### config.mk
export PLATFORM = sky130hd
export DESIGN_NAME = hermite_curve_point_generator
export DESIGN_NICKNAME = d
export VERILOG_FILES = /design/src/hdl/hcpg_pkg.sv /design/src/hdl/hcpg_mac.sv /design/src/hdl/hcpg_div.sv /design/src/hdl/hermite_curve_point_generator.sv
export SDC_FILE = /design/constraint.sdc
export NUM_CORES = 2
export LEC_CHECK = 0
export BUFFER_PORTS_ARGS = -buffer_cell sky130_fd_sc_hd__clkbuf_2
export CAP_MARGIN = 10
export CORE_MARGIN = 2
export CORE_UTILIZATION = 45
export CTS_BUF_LIST = sky130_fd_sc_hd__clkbuf_2
export CTS_CLUSTER_DIAMETER = 60
export CTS_CLUSTER_SIZE = 28
export DETAILED_ROUTE_END_ITERATION = 10
export PLACE_DENSITY = 0.62
export SETUP_SLACK_MARGIN = 0.4
export SYNTH_ARGS = -nofsm -noshare
export SYNTH_HDL_FRONTEND = slang
export SYNTH_SLANG_ARGS = --single-unit
### constraint.sdc
create_clock -name clock -period 20 [get_ports clock]
set_input_delay 2 -clock clock [delete_from_list [all_inputs] [get_ports clock]]
set_output_delay 2 -clock clock [all_outputs]
set_load 0.01 [all_outputs]
### src/hdl/hcpg_pkg.sv
// ----------------------------------------------------------------------------
// hcpg_pkg: shared types and constants of the Hermite curve point generator
// Field widths, datapath widths, sequencer codes and register indexes.
// ----------------------------------------------------------------------------
package hcpg_pkg;

   localparam int PT_W    = 16;
   localparam int TAN_W   = 16;
   localparam int SEG_W   = 6;
   localparam int COORD_W = 19;
   localparam int ADDR_W  = 5;
   localparam int DATA_W  = 32;

   localparam int CA_W    = 19;
   localparam int CB_W    = 20;
   localparam int CF_W    = 21;
   localparam int ACC_W   = 42;
   localparam int MUL_W   = SEG_W;
   localparam int N2_W    = 2 * SEG_W;
   localparam int N3_W    = 3 * SEG_W;
   localparam int DEN_W   = N3_W + 1;
   localparam int TMP_W   = PT_W + N2_W + 1;
   localparam int BN_W    = CB_W + SEG_W;
   localparam int GNN_W   = TAN_W + N2_W;
   localparam int DN3_W   = PT_W + N3_W + 1;

   localparam int MAG_W   = ACC_W - 1;
   localparam int QB      = 21;
   localparam int HI_W    = MAG_W - QB;
   localparam int MQ_W    = QB + 1;
   localparam int CNT_W   = $clog2(QB);

   localparam int COORD_HI = 2 ** (COORD_W - 1) - 1;
   localparam int COORD_LO_MAG = 2 ** (COORD_W - 1);
   localparam logic [COORD_W-1:0] COORD_MAX_V = COORD_W'(COORD_HI);
   localparam logic [COORD_W-1:0] COORD_MIN_V = {1'b1, {(COORD_W-1){1'b0}}};

   localparam logic [MUL_W-1:0] MUL_TWO = MUL_W'(2);

   typedef enum logic [2:0] {
      ST_IDLE,
      ST_NPOW,
      ST_COEF,
      ST_EVAL,
      ST_DIVGO,
      ST_DIV,
      ST_EMIT
   } seq_state_type;

   typedef enum logic [1:0] {
      DIV_IDLE,
      DIV_RUN,
      DIV_FIN
   } div_state_type;

   typedef enum logic [2:0] {
      REG_START_TANGENT_X,
      REG_START_TANGENT_Y,
      REG_END_TANGENT_X,
      REG_END_TANGENT_Y,
      REG_SEGMENTS
   } reg_index_type;

   typedef logic [2:0] step_type;

   localparam step_type NPOW_N2  = 3'd0;
   localparam step_type NPOW_N3  = 3'd1;
   localparam step_type NPOW_DEN = 3'd2;

   localparam step_type COEF_GN  = 3'd0;
   localparam step_type COEF_GNN = 3'd1;
   localparam step_type COEF_DN  = 3'd2;
   localparam step_type COEF_DNN = 3'd3;
   localparam step_type COEF_DN3 = 3'd4;
   localparam step_type COEF_BN  = 3'd5;

   localparam step_type EVAL_A   = 3'd0;
   localparam step_type EVAL_G   = 3'd1;
   localparam step_type EVAL_D   = 3'd2;
   localparam step_type EVAL_RND = 3'd3;

endpackage

### src/hdl/hcpg_mac.sv
// ----------------------------------------------------------------------------
// hcpg_mac: shared multiply-add unit
// Forms x * m + y with a signed wide operand and a small unsigned factor.
// ----------------------------------------------------------------------------
module hcpg_mac (
   input  logic signed [hcpg_pkg::ACC_W-1:0] mac_x,
   input  logic        [hcpg_pkg::MUL_W-1:0] mac_m,
   input  logic signed [hcpg_pkg::ACC_W-1:0] mac_y,
   output logic signed [hcpg_pkg::ACC_W-1:0] mac_r
);
   import hcpg_pkg::*;

   logic signed [ACC_W+MUL_W:0] prod;

   always_comb begin
      prod  = mac_x * $signed({1'b0, mac_m});
      mac_r = prod[ACC_W-1:0] + mac_y;
   end

endmodule

### src/hdl/hcpg_div.sv
// ----------------------------------------------------------------------------
// hcpg_div: serial floor divider with coordinate saturation
// One quotient bit per cycle; result saturated to the coordinate range.
// ----------------------------------------------------------------------------
module hcpg_div (
   input  logic                                clock,
   input  logic                                reset,
   input  logic                                start,
   input  logic signed [hcpg_pkg::ACC_W-1:0]   numer,
   input  logic        [hcpg_pkg::DEN_W-1:0]   denom,
   output logic                                done,
   output logic signed [hcpg_pkg::COORD_W-1:0] quot
);
   import hcpg_pkg::*;

   div_state_type state_ff, state_in;
   logic done_ff;
   logic neg_ff, ovf_ff;
   logic [DEN_W-1:0] den_ff;
   logic [DEN_W-1:0] rem_ff, rem_in;
   logic [QB-1:0] low_ff, quo_ff;
   logic [CNT_W-1:0] cnt_ff;
   logic signed [COORD_W-1:0] quot_ff, quot_in;
   logic [ACC_W-1:0] mag;
   logic [HI_W-1:0] hi;
   logic ovf;
   logic [DEN_W:0] trial, diff;
   logic ge;
   logic [MQ_W-1:0] mq;

   always_comb begin
      mag    = numer[ACC_W-1] ? (~numer + 1'b1) : numer;
      hi     = mag[MAG_W-1:QB];
      ovf    = hi >= HI_W'(denom);
      trial  = {rem_ff, low_ff[QB-1]};
      diff   = trial - {1'b0, den_ff};
      ge     = trial >= {1'b0, den_ff};
      rem_in = ge ? diff[DEN_W-1:0] : trial[DEN_W-1:0];
      mq     = {1'b0, quo_ff} + MQ_W'(rem_ff != '0);
      priority if (ovf_ff) begin
         quot_in = neg_ff ? COORD_MIN_V : COORD_MAX_V;
      end else if (!neg_ff) begin
         quot_in = (quo_ff > QB'(COORD_HI)) ? COORD_MAX_V : quo_ff[COORD_W-1:0];
      end else begin
         quot_in = (mq > MQ_W'(COORD_LO_MAG)) ? COORD_MIN_V
                                              : (~mq[COORD_W-1:0] + 1'b1);
      end
   end

   always_comb begin
      state_in = state_ff;
      unique case (state_ff)
         DIV_IDLE: begin
            if (start) state_in = ovf ? DIV_FIN : DIV_RUN;
         end
         DIV_RUN: begin
            if (cnt_ff == CNT_W'(QB - 1)) state_in = DIV_FIN;
         end
         DIV_FIN: state_in = DIV_IDLE;
         default: state_in = DIV_IDLE;
      endcase
   end

   always_ff @(posedge clock) begin
      if (reset) begin
         state_ff <= DIV_IDLE;
         done_ff  <= 1'b0;
      end else begin
         state_ff <= state_in;
         done_ff  <= (state_ff == DIV_FIN);
      end
   end

   always_ff @(posedge clock) begin
      if (state_ff == DIV_IDLE && start) begin
         neg_ff <= numer[ACC_W-1];
         ovf_ff <= ovf;
         den_ff <= denom;
         rem_ff <= hi[DEN_W-1:0];
         low_ff <= mag[QB-1:0];
         cnt_ff <= '0;
      end else if (state_ff == DIV_RUN) begin
         rem_ff <= rem_in;
         low_ff <= {low_ff[QB-2:0], 1'b0};
         quo_ff <= {quo_ff[QB-2:0], ge};
         cnt_ff <= cnt_ff + 1'b1;
      end
      if (state_ff == DIV_FIN) quot_ff <= quot_in;
   end

   assign done = done_ff;
   assign quot = quot_ff;

endmodule

### src/hdl/hermite_curve_point_generator.sv
// ----------------------------------------------------------------------------
// hermite_curve_point_generator: cubic Hermite curve point generator
// Turns a curve request into segments+1 rounded points along the curve.
// ----------------------------------------------------------------------------
// A request transfer on req_ carries the two endpoints; the tangents and the
// segment count come from the register port (psel/penable, pready always
// high). For n segments the block returns n+1 points on rsp_, t = k/n for
// k = 0..n, with rsp_last_point set on the final one.
// req_stall is low only while no curve is in progress. After a request the
// block forms n^2, n^3 and the scaled coefficients, then for each point:
// per axis four passes of the shared multiply-add (Horner evaluation and
// rounding bias) and the serial divider (launch, 21 quotient steps, finish
// and hand-back), then it hands the point to the output register.
// The output register holds a point while rsp_stall is high; the sequencer
// waits for it before loading the next one, so stalling costs no points.
// Reset empties the output register, returns to idle and restores the
// registers to their defaults.
// ----------------------------------------------------------------------------
module hermite_curve_point_generator #(
   parameter int MAX_SEGMENTS = 63
) (
   input  logic                                 clock,
   input  logic                                 reset,
   input  logic                                 req_valid,
   output logic                                 req_stall,
   input  logic        [hcpg_pkg::PT_W-1:0]     req_start_x,
   input  logic        [hcpg_pkg::PT_W-1:0]     req_start_y,
   input  logic        [hcpg_pkg::PT_W-1:0]     req_end_x,
   input  logic        [hcpg_pkg::PT_W-1:0]     req_end_y,
   output logic                                 rsp_valid,
   input  logic                                 rsp_stall,
   output logic signed [hcpg_pkg::COORD_W-1:0]  rsp_point_x,
   output logic signed [hcpg_pkg::COORD_W-1:0]  rsp_point_y,
   output logic                                 rsp_last_point,
   input  logic                                 psel,
   input  logic                                 penable,
   input  logic                                 pwrite,
   input  logic        [hcpg_pkg::ADDR_W-1:0]   paddr,
   input  logic        [hcpg_pkg::DATA_W-1:0]   pwdata,
   output logic        [hcpg_pkg::DATA_W-1:0]   prdata,
   output logic                                 pready
);
   import hcpg_pkg::*;

   // register file
   logic signed [TAN_W-1:0] tan0_ff [2];
   logic signed [TAN_W-1:0] tan1_ff [2];
   logic [SEG_W-1:0] seg_ff;
   logic csr_wr;
   reg_index_type csr_idx;

   // sequencer
   seq_state_type state_ff, state_in;
   step_type op_ff, op_in;
   logic axis_ff, axis_in;
   logic [SEG_W-1:0] k_ff, k_in;
   logic req_take, div_start, rsp_load;
   logic rsp_valid_ff;

   // datapath
   logic [SEG_W-1:0] n_ff, n_eff;
   logic [PT_W-1:0] p0_ff [2];
   logic signed [CA_W-1:0] ca_ff [2];
   logic signed [CB_W-1:0] cb_ff [2];
   logic [N2_W-1:0] n2_ff;
   logic [N3_W-1:0] n3_ff;
   logic [DEN_W-1:0] den_ff;
   logic signed [TMP_W-1:0] tmp_ff;
   logic signed [BN_W-1:0] bn_ff [2];
   logic signed [GNN_W-1:0] gnn_ff [2];
   logic signed [DN3_W-1:0] dn3_ff [2];
   logic signed [ACC_W-1:0] acc_ff;
   logic signed [COORD_W-1:0] px_ff, py_ff;
   logic signed [COORD_W-1:0] rsp_point_x_ff, rsp_point_y_ff;
   logic rsp_last_point_ff;

   logic [PT_W-1:0] p0 [2];
   logic [PT_W-1:0] p1 [2];
   logic signed [CF_W-1:0] s0, s1, t0, t1, fa, fb;
   logic signed [CA_W-1:0] ca_in [2];
   logic signed [CB_W-1:0] cb_in [2];

   logic signed [ACC_W-1:0] mac_x, mac_y, mac_r;
   logic [MUL_W-1:0] mac_m;
   logic div_done;
   logic signed [COORD_W-1:0] div_quot;

   // ---------------------------------------------------------------- registers
   assign csr_wr  = psel && penable && pwrite;
   assign csr_idx = reg_index_type'(paddr[ADDR_W-1:2]);
   assign pready  = 1'b1;

   always_ff @(posedge clock) begin
      if (reset) begin
         tan0_ff[0] <= TAN_W'(100);
         tan0_ff[1] <= TAN_W'(-200);
         tan1_ff[0] <= TAN_W'(100);
         tan1_ff[1] <= TAN_W'(200);
         seg_ff     <= SEG_W'(63);
      end else if (csr_wr) begin
         case (csr_idx)
            REG_START_TANGENT_X: tan0_ff[0] <= pwdata[TAN_W-1:0];
            REG_START_TANGENT_Y: tan0_ff[1] <= pwdata[TAN_W-1:0];
            REG_END_TANGENT_X:   tan1_ff[0] <= pwdata[TAN_W-1:0];
            REG_END_TANGENT_Y:   tan1_ff[1] <= pwdata[TAN_W-1:0];
            REG_SEGMENTS:        seg_ff     <= pwdata[SEG_W-1:0];
            default: ;
         endcase
      end
   end

   always_comb begin
      case (csr_idx)
         REG_START_TANGENT_X: prdata = DATA_W'(tan0_ff[0]);
         REG_START_TANGENT_Y: prdata = DATA_W'(tan0_ff[1]);
         REG_END_TANGENT_X:   prdata = DATA_W'(tan1_ff[0]);
         REG_END_TANGENT_Y:   prdata = DATA_W'(tan1_ff[1]);
         REG_SEGMENTS:        prdata = DATA_W'(seg_ff);
         default:             prdata = '0;
      endcase
   end

   // ------------------------------------------------------------ coefficients
   always_comb begin
      p0[0] = req_start_x;
      p0[1] = req_start_y;
      p1[0] = req_end_x;
      p1[1] = req_end_y;
      s0 = '0;
      s1 = '0;
      t0 = '0;
      t1 = '0;
      fa = '0;
      fb = '0;
      for (int i = 0; i < 2; i++) begin
         s0 = $signed(CF_W'(p0[i]));
         s1 = $signed(CF_W'(p1[i]));
         t0 = CF_W'(tan0_ff[i]);
         t1 = CF_W'(tan1_ff[i]);
         fa = (s0 <<< 1) + t0 - (s1 <<< 1) + t1;
         fb = (s1 <<< 1) + s1 - (s0 <<< 1) - s0 - (t0 <<< 1) - t1;
         ca_in[i] = fa[CA_W-1:0];
         cb_in[i] = fb[CB_W-1:0];
      end
   end

   always_comb begin
      priority if (seg_ff == '0) begin
         n_eff = SEG_W'(1);
      end else if (seg_ff > SEG_W'(MAX_SEGMENTS)) begin
         n_eff = SEG_W'(MAX_SEGMENTS);
      end else begin
         n_eff = seg_ff;
      end
   end

   // ---------------------------------------------------------------- sequencer
   assign req_stall = (state_ff != ST_IDLE);

   always_comb begin
      state_in  = state_ff;
      op_in     = op_ff;
      axis_in   = axis_ff;
      k_in      = k_ff;
      req_take  = 1'b0;
      div_start = 1'b0;
      rsp_load  = 1'b0;
      unique case (state_ff)
         ST_IDLE: begin
            if (req_valid) begin
               req_take = 1'b1;
               state_in = ST_NPOW;
               op_in    = NPOW_N2;
               k_in     = '0;
            end
         end
         ST_NPOW: begin
            if (op_ff == NPOW_DEN) begin
               state_in = ST_COEF;
               op_in    = COEF_GN;
               axis_in  = 1'b0;
            end else begin
               op_in = op_ff + 3'd1;
            end
         end
         ST_COEF: begin
            if (op_ff == COEF_BN) begin
               op_in = (axis_ff) ? EVAL_A : COEF_GN;
               if (axis_ff) state_in = ST_EVAL;
               axis_in = !axis_ff;
            end else begin
               op_in = op_ff + 3'd1;
            end
         end
         ST_EVAL: begin
            if (op_ff == EVAL_RND) begin
               state_in = ST_DIVGO;
            end else begin
               op_in = op_ff + 3'd1;
            end
         end
         ST_DIVGO: begin
            div_start = 1'b1;
            state_in  = ST_DIV;
         end
         ST_DIV: begin
            if (div_done) begin
               if (axis_ff) begin
                  state_in = ST_EMIT;
               end else begin
                  state_in = ST_EVAL;
                  op_in    = EVAL_A;
                  axis_in  = 1'b1;
               end
            end
         end
         ST_EMIT: begin
            if (!rsp_valid_ff || !rsp_stall) begin
               rsp_load = 1'b1;
               if (k_ff == n_ff) begin
                  state_in = ST_IDLE;
                  k_in     = '0;
               end else begin
                  state_in = ST_EVAL;
                  op_in    = EVAL_A;
                  axis_in  = 1'b0;
                  k_in     = k_ff + 1'b1;
               end
            end
         end
         default: state_in = ST_IDLE;
      endcase
   end

   always_ff @(posedge clock) begin
      if (reset) begin
         state_ff     <= ST_IDLE;
         op_ff        <= '0;
         axis_ff      <= 1'b0;
         k_ff         <= '0;
         rsp_valid_ff <= 1'b0;
      end else begin
         state_ff <= state_in;
         op_ff    <= op_in;
         axis_ff  <= axis_in;
         k_ff     <= k_in;
         if (rsp_load) begin
            rsp_valid_ff <= 1'b1;
         end else if (!rsp_stall) begin
            rsp_valid_ff <= 1'b0;
         end
      end
   end

   // ---------------------------------------------------------- shared unit
   always_comb begin
      mac_x = '0;
      mac_m = '0;
      mac_y = '0;
      unique case (state_ff)
         ST_NPOW: begin
            case (op_ff)
               NPOW_N2: begin
                  mac_x = ACC_W'(n_ff);
                  mac_m = n_ff;
               end
               NPOW_N3: begin
                  mac_x = ACC_W'(n2_ff);
                  mac_m = n_ff;
               end
               default: begin
                  mac_x = ACC_W'(n3_ff);
                  mac_m = MUL_TWO;
               end
            endcase
         end
         ST_COEF: begin
            mac_m = n_ff;
            case (op_ff)
               COEF_GN: mac_x = ACC_W'(tan0_ff[axis_ff]);
               COEF_DN: mac_x = ACC_W'(p0_ff[axis_ff]);
               COEF_BN: mac_x = ACC_W'(cb_ff[axis_ff]);
               default: mac_x = ACC_W'(tmp_ff);
            endcase
         end
         ST_EVAL: begin
            case (op_ff)
               EVAL_A: begin
                  mac_x = ACC_W'(ca_ff[axis_ff]);
                  mac_m = k_ff;
                  mac_y = ACC_W'(bn_ff[axis_ff]);
               end
               EVAL_G: begin
                  mac_x = acc_ff;
                  mac_m = k_ff;
                  mac_y = ACC_W'(gnn_ff[axis_ff]);
               end
               EVAL_D: begin
                  mac_x = acc_ff;
                  mac_m = k_ff;
                  mac_y = ACC_W'(dn3_ff[axis_ff]);
               end
               default: begin
                  mac_x = acc_ff;
                  mac_m = MUL_TWO;
                  mac_y = ACC_W'(n3_ff);
               end
            endcase
         end
         default: ;
      endcase
   end

   hcpg_mac u_mac (
      .mac_x (mac_x),
      .mac_m (mac_m),
      .mac_y (mac_y),
      .mac_r (mac_r)
   );

   hcpg_div u_div (
      .clock (clock),
      .reset (reset),
      .start (div_start),
      .numer (acc_ff),
      .denom (den_ff),
      .done  (div_done),
      .quot  (div_quot)
   );

   // ---------------------------------------------------------------- datapath
   always_ff @(posedge clock) begin
      if (req_take) begin
         n_ff     <= n_eff;
         p0_ff[0] <= req_start_x;
         p0_ff[1] <= req_start_y;
         ca_ff[0] <= ca_in[0];
         ca_ff[1] <= ca_in[1];
         cb_ff[0] <= cb_in[0];
         cb_ff[1] <= cb_in[1];
      end
      unique case (state_ff)
         ST_NPOW: begin
            case (op_ff)
               NPOW_N2: n2_ff  <= mac_r[N2_W-1:0];
               NPOW_N3: n3_ff  <= mac_r[N3_W-1:0];
               default: den_ff <= mac_r[DEN_W-1:0];
            endcase
         end
         ST_COEF: begin
            case (op_ff)
               COEF_GNN: gnn_ff[axis_ff] <= mac_r[GNN_W-1:0];
               COEF_DN3: dn3_ff[axis_ff] <= mac_r[DN3_W-1:0];
               COEF_BN:  bn_ff[axis_ff]  <= mac_r[BN_W-1:0];
               default:  tmp_ff          <= mac_r[TMP_W-1:0];
            endcase
         end
         ST_EVAL: acc_ff <= mac_r;
         ST_DIV: begin
            if (div_done) begin
               if (axis_ff) begin
                  py_ff <= div_quot;
               end else begin
                  px_ff <= div_quot;
               end
            end
         end
         default: ;
      endcase
      if (rsp_load) begin
         rsp_point_x_ff    <= px_ff;
         rsp_point_y_ff    <= py_ff;
         rsp_last_point_ff <= (k_ff == n_ff);
      end
   end

   assign rsp_valid      = rsp_valid_ff;
   assign rsp_point_x    = rsp_point_x_ff;
   assign rsp_point_y    = rsp_point_y_ff;
   assign rsp_last_point = rsp_last_point_ff;

endmodule

# ---- Word level (Yosys, flattened, before mapping)
# Memory sizes are Yosys's and may differ from the RTL's. A register that Yosys moved wholly into a read port is not among the register bits.
# Cells that the tools add are included.
dict set report word_totals {
  regBits 332
  ramBits 352
  out_inout_bits 74
  elab_cells 252
  mem_count 8
}
# memory depth width read_ports rd_ports_with_merged_regs write_ports line_no
set memory_table {}
lappend memory_table {dn3_ff 2 35 1 1 1 hermite_curve_point_generator.sv:71} ;# logic signed [DN3_W-1:0] dn3_ff [2];
lappend memory_table {gnn_ff 2 28 1 1 1 hermite_curve_point_generator.sv:70} ;# logic signed [GNN_W-1:0] gnn_ff [2];
lappend memory_table {bn_ff 2 26 1 1 1 hermite_curve_point_generator.sv:69} ;# logic signed [BN_W-1:0] bn_ff [2];
lappend memory_table {cb_ff 2 20 1 1 2 hermite_curve_point_generator.sv:64} ;# logic signed [CB_W-1:0] cb_ff [2];
lappend memory_table {ca_ff 2 19 1 1 2 hermite_curve_point_generator.sv:63} ;# logic signed [CA_W-1:0] ca_ff [2];
lappend memory_table {p0_ff 2 16 1 1 2 hermite_curve_point_generator.sv:62} ;# logic [PT_W-1:0] p0_ff [2];
lappend memory_table {{2 more memories} - - - - - -}
dict set report classes {
  n_addsub 24
  multipliers 1
  magnitude_cmp 5
  eq_ne 32
  n_mux 109
  bitwise 10
  reduce_logical 35
}
# op count
set ops {}
lappend ops {{$pmux 42 s3} 3}
lappend ops {{$pmux 32 s5} 1}
lappend ops {{$mux 19} 8}
lappend ops {{$mux 42} 2}
lappend ops {{$mux 16} 4}
lappend ops {{$mux 1} 55}
lappend ops {{$mux 3} 16}
lappend ops {{$add 42x42->42} 1}
lappend ops {{$mul 42x7->42} 1}
lappend ops {{$mux 21} 2}
lappend ops {{$add 41x1->41 const B} 1}
lappend ops {{$mux 41} 1}
lappend ops {{$not 41->41} 1}
lappend ops {{$ge 20x19->1} 2}
lappend ops {{$sub 19x17->20} 2}
lappend ops {{$sub 20x16->20} 2}
lappend ops {{$sub 20x17->20} 2}
lappend ops {{$add 18x16->19} 2}
lappend ops {{$add 19x16->19} 2}
lappend ops {{$sub 18x17->19} 2}
lappend ops {{$sub 19x18->19} 2}
lappend ops {{$add 17x16->18} 2}
lappend ops {{$mux 6} 6}
lappend ops {{$pmux 18 s2} 1}
lappend ops {{45 further kinds} 95}

# ---- Logic depth before layout (Yosys ltp)
dict set report depth {
  ltp_word 7
  ltp_mapped 32
}

# ---- Cells and area by module
# A second synthesis with hierarchy kept.
dict set report unflattened {
  cells_unflattened 4400
  hier_area_um2 47916.0
}
# module n_inst cells_each area_each_um2 seq_area_each_um2
set modules_own_cells {}
lappend modules_own_cells {hermite_curve_point_generator 1 2549 31554.0 17086.4}
lappend modules_own_cells {hcpg_mac 1 1071 8747.1 0.0}
lappend modules_own_cells {hcpg_div 1 780 7614.8 3193.1}

# ---- Worst setup path before layout
# OpenSTA, ideal clock, no wires.
dict set report synth_timing {
  kind {flip-flop to flip-flop}
  startpoint {register state_ff[2]}
  endpoint {register acc_ff[41] (data pin)}
  setup_ps 260
  t_arrival_ps 7268
  required_ps 19740
  path_slack_ps 12472
  path_stages_with_launch 27
  synth_period_minus_slack_ps 7528
  path_cell_list {dfxtp_1 clkbuf_1 clkinv_1 nand3_1 inv_1 clkbuf_1 a221oi_1 or2_2 fa_1 inv_1 ha_1 inv_1 fa_1 fa_1 inv_1 ha_1 o21ai_0 o21ai_0 a21oi_1 o211ai_1 a21oi_1 or3_1 a311oi_1 a211oi_1 o21bai_1 a21o_1 xnor2_1}
}
dict set report synth_between {
  elab_chain_cells 4
  elab_cells_between_ends 8
}
# element line_no
set synth_rtl {}
lappend synth_rtl {{start: declaration} hermite_curve_point_generator.sv:53} ;# seq_state_type state_ff, state_in;
lappend synth_rtl {{start signal: assignment} hermite_curve_point_generator.sv:243} ;# state_ff <= state_in;
lappend synth_rtl {{$eq 3x2->1 / $eq 3x1->1 (equally long branches)} hermite_curve_point_generator.sv:260} ;# unique case (state_ff)
lappend synth_rtl {{$pmux 42 s3 / $pmux 6 s3 (equally long branches)} hermite_curve_point_generator.sv:260}
lappend synth_rtl {{$mul 42x7->42} hcpg_mac.sv:16} ;# prod = mac_x * $signed({1'b0, mac_m});
lappend synth_rtl {{$add 42x42->42 *} hcpg_mac.sv:17} ;# mac_r = prod[ACC_W-1:0] + mac_y;
lappend synth_rtl {{net mac_r[41]} hermite_curve_point_generator.sv:83} ;# logic signed [ACC_W-1:0] mac_x, mac_y, mac_r;
lappend synth_rtl {{end signal: assignment} hermite_curve_point_generator.sv:358} ;# ST_EVAL: acc_ff <= mac_r;
lappend synth_rtl {{end: declaration} hermite_curve_point_generator.sv:72} ;# logic signed [ACC_W-1:0] acc_ff;
# The timed path passes the listed nets; every way through them passes the cells marked *.
# A chain may end at the register's enable or synchronous reset.

# ---- Final worst setup path
dict set report layout_timing {
  startpoint {register op_ff[0]}
  endpoint {register acc_ff[41] (data pin)}
}
dict set report layout_between {
  elab_chain_cells 6
  elab_cells_between_ends 17
}
# element line_no
set layout_rtl {}
lappend layout_rtl {{start: declaration} hermite_curve_point_generator.sv:54} ;# step_type op_ff, op_in;
lappend layout_rtl {{start signal: assignment} hermite_curve_point_generator.sv:244} ;# op_ff <= op_in;
lappend layout_rtl {{$eq 3x2->1, or another cell as far along} {hermite_curve_point_generator.sv:279, hermite_curve_point_generator.sv:287}}
lappend layout_rtl {{$reduce_or 3->1 (no line) / $reduce_or 2->1 (equally long branches)} -}
lappend layout_rtl {{$mux 6, on equally long branches} {hermite_curve_point_generator.sv:287, hermite_curve_point_generator.sv:262}}
lappend layout_rtl {{$pmux 6 s3} hermite_curve_point_generator.sv:260}
lappend layout_rtl {{$mul 42x7->42} hcpg_mac.sv:16}
lappend layout_rtl {{$add 42x42->42 *} hcpg_mac.sv:17}
lappend layout_rtl {{net mac_r[41]} hermite_curve_point_generator.sv:83}
# Marked as above.

==> flow_metrics.py <==
metrics = {
    "timing": {
        "report.final.setup_viol": 0,
        "unrepaired_setup_endpoints_after_global_routing": "false",
        "fin_worst_skew_ns": 0.160,
        "timing_hold_violations_final": 0,
        "normalized_max_slew_margin": 0.158,
        "fin_crit_ns": 9.19,
        "achievable-frequency_mhz": 109,
        "number_of_slew_limit_violations_in_the_final_report": 0,
        "timing_worst_slew_pin_value_ns": 1.25,
        "setup_total_negative_slack_ns": 0,
        "finalCritPeriodShare": 0.459,
    },
    "synthesis": {
        "yosysWarnings": 0,
        "synth_top_flop_cell": "edfxtp_1",
        "synth.mux.area_fraction": 0.0198,
        "ys_types": 81,
        "post_synth_and_or_nand_nor_area_fraction": 0.0990,
        "synthArstFlopShare": 0,
        "synth_top_cells_by_area": "edfxtp_1 (42%), fa_1 (15%), ha_1 (7.0%)",
        "synth-seq-area-share": 0.434,
        "post_synth_inst_count": 4257,
        "synth-seq-cells": 685,
        "synth-adder-area-share": 0.219,
        "syn_avg_cell_area_um2": 11.0,
        "synth_xor_area_frac": 0.0420,
        "synth_edf_count": 656,
        "synth_top_family_by_area": "adder cells",
        "synth-compound-area-share": 0.120,
        "mapped_area_um2": 46700,
        "yosysTopAreaCell": "edfxtp_1",
        "yosys.area.top_type_share": 0.422,
        "synth.net_count": 4973,
    },
    "clock_tree": {
        "clock-root-buffer": "clkbuf_2",
        "numCtsBuffers": 50,
        "clk_pin_slew_worst_paths_ns": 0.37,
        "clock_insertion_delay_at_the_later_pin_of_the_skew_report_ns": 1.35,
        "cts_htree_levels": 2,
        "tritoncts_num_sinks": 685,
        "postCtsSetupBuffers": 0,
        "cts_tree": "done",
        "max-clock-path-buffers": 3,
        "hold_buffers": 0,
        "post_cts.resized_instances": 0,
    },
    "power": {
        "irDropWorstVdd_mv": 0.0800,
        "pwr_density_cell_nw_per_um2": 111,
        "p_leak_uw": 0.0207,
    },
    "die": {
        "fp.dieW_um": 326,
        "io_pins": 182,
        "die-area_um2": 106000,
        "floorplan.core_area_um2": 103000,
        "effective_utilization_at_floorplan": 0.452,
        "rows": 118,
        "fp.dieH_um": 326,
    },
    "placed_design": {
        "dpl-instance-area_um2": 49100,
        "port_buffers": 162,
        "finalWeightedCongestion": 0.869,
        "detailedPlacementHpwl_mm": 89.3,
    },
    "routing": {
        "final_antenna_net_count": 0,
        "drt_first_pass_iters": 6,
        "dr_total_vias": 31969,
        "drc": 0,
        "total_length_of_routed_wires_mm": 118,
        "drt_first_iter_violations": 2749,
        "routedWlPerCell_um": 20.5,
        "vias_cell": 5.52,
    },
    "critical_path": {
        "worst_path_largest_cell_delay_ns": 0.90,
        "critical_path.endpoint_type": "register",
        "worst_path_max_delay_cell": "a221oi_1",
        "worst_ep_required_time_ns": 21.11,
        "arrival_time_at_the_worst_endpoint_ns": 10.30,
        "startpoint_type": "register",
        "timing.setup.critical_path_class": "register to register",
        "timing.critical_path.mode_cell": "inv_1",
        "worstPathMaxFanout": 62,
    },
    "cells_and_area": {
        "regArea_um2": 20300,
        "mostFrequentLayoutCells": "edfxtp_1 (656), inv_1 (635), nor2_1 (373)",
        "drive_gt1_frac": 0.0922,
        "layout_commonest_cell": "edfxtp_1",
        "layout.nets": 5079,
        "number_of_inserted_filler_cells_in_the_final_layout": 9482,
        "final_cell_area_um2": 49900,
        "multiInputGateArea_um2": 23500,
        "layout-area-overhead-vs-synth_pct": 6.93,
    },
    "grt": {
        "grt_antenna_before_repair": 4,
        "grt.overflow.total": 0,
        "vias_in_the_first_global_route": 31592,
        "grt_first_pass_wirelength_mm": 185,
        "globalRouteTotalUtil": 0.224,
        "grt_start_max_net_pins": 72,
    },
    "run": {
        "timing.max_cap.violations": 0,
    },
    "outcome": {
        "run_status": "complete, no violations",
    },
    "min_path": {
        "min_path_type": "register to register",
    },
}
## flip-flops by register name (all words and copies together) (netlist names), 12 cells and up, named ones only
register	flops
u_div.den_ff	19
tmp_ff	29
rsp_point_y	19
py_ff	19
u_div.quot	19
n3_ff	18
gnn_ff	56
den_ff	19
u_div.low_ff	21
u_div.rem_ff	19
acc_ff	42
bn_ff	52
p0_ff	32
rsp_point_x	19
tan1_ff	32
n2_ff	12
ca_ff	38
cb_ff	40
dn3_ff	70
tan0_ff	32
u_div.quo_ff	21
px_ff	19
## final cells by class
cell class              count  share of cell area
flip-flops and latches    685               0.406
clock buffers              53             0.00531
well taps                1380              0.0346
inverters                 638              0.0480
repair buffers            221              0.0255
clock inverters            41             0.00972
diodes                      3            0.000150
multi-input cells        2767               0.470
## cells by family (layout without fill, tap and decap cells)
family	count (synthesis)	after routing
compound gates	839	839
xor+xnor	224	224
flops	685	685
mux	78	78
simple gates	1017	1017
buf+inv	805	953
other cells	1	4
fa+ha+maj	608	608
## worst paths after layout
check	start	to	slack [ns]	cells past startpoint
worst max register to register	op_ff[0]	acc_ff[41]	10.81	27
worst min-delay path	py_ff[16]	rsp_point_y[16]	0.47	0
worst min register to register	py_ff[16]	rsp_point_y[16]	0.47	0
worst max-delay path	op_ff[0]	acc_ff[41]	10.81	27
## per-layer routing
metal / global-route usage / vias up / part of all wire / wire [um]
met2: 0.373 / 971 / 0.48 / 56400
met3: 0.0230 / 129 / 0.055 / 6550
li1: - / 14912 / - / -
met4: 0.0499 / 2 / 0.019 / 2210
met5: 0 / - / 0.00011 / 13
met1: 0.318 / 15955 / 0.45 / 53300
## cells in the mapped netlist (11+ instances only)
master,instances
nand4_1,20
xnor2_1,142
a21o_1,60
mux2_2,15
fa_1,346
buf_1,26
and3_1,22
o22a_1,12
a211oi_1,52
nand3_1,48
nor2_1,377
nor2b_1,41
and2_1,42
or3_1,17
dfxtp_1,29
o31ai_1,16
edfxtp_1,656
ha_1,262
mux2i_1,53
a21boi_0,14
inv_1,636
xor2_1,82
o21ai_0,147
o22ai_1,45
a221oi_1,35
a31oi_1,30
nor3_1,56
nand2_1,299
nand2b_1,32
a22o_1,21
a22oi_1,61
nor4_1,13
a211o_1,11
a21oi_1,196
clkbuf_1,122
buf_4,17
o21bai_1,19
o21a_1,35
or2_2,17
## power breakdown
group / switching (uW) / internal [uW] / total, uW
sequential: 80.5 / 2030 / 2110
combinational: 1810 / 915 / 2730
clock: 541 / 143 / 684
## critical path: cells and delay by family, from the launching register on
family	cells	cell delay (ns)
buffers and inverters	6	1.04
adder cells (fa/ha/maj)	6	2.77
XOR/XNOR	1	0.07
AO/OA/AOI/OAI	11	3.17
AND/OR/NAND/NOR	3	1.43
flip-flops	1	0.43
## per-stage QoR
step	instances	hold WS, ns	util	setup slack (ns)	total power [uW]
global route	5787	0.459	0.484	10.28	5910
CTS	5783	0.457	0.483	10.93	5520
finish	5788	0.467	0.484	10.81	5520
global placement	5689	0.403	0.476	11.11	4790
detailed placement	5689	0.406	0.476	11.04	4840
floorplan	4257	0.400	-	12.47	3990
Note: power is estimated with default switching activity, not from simulation.
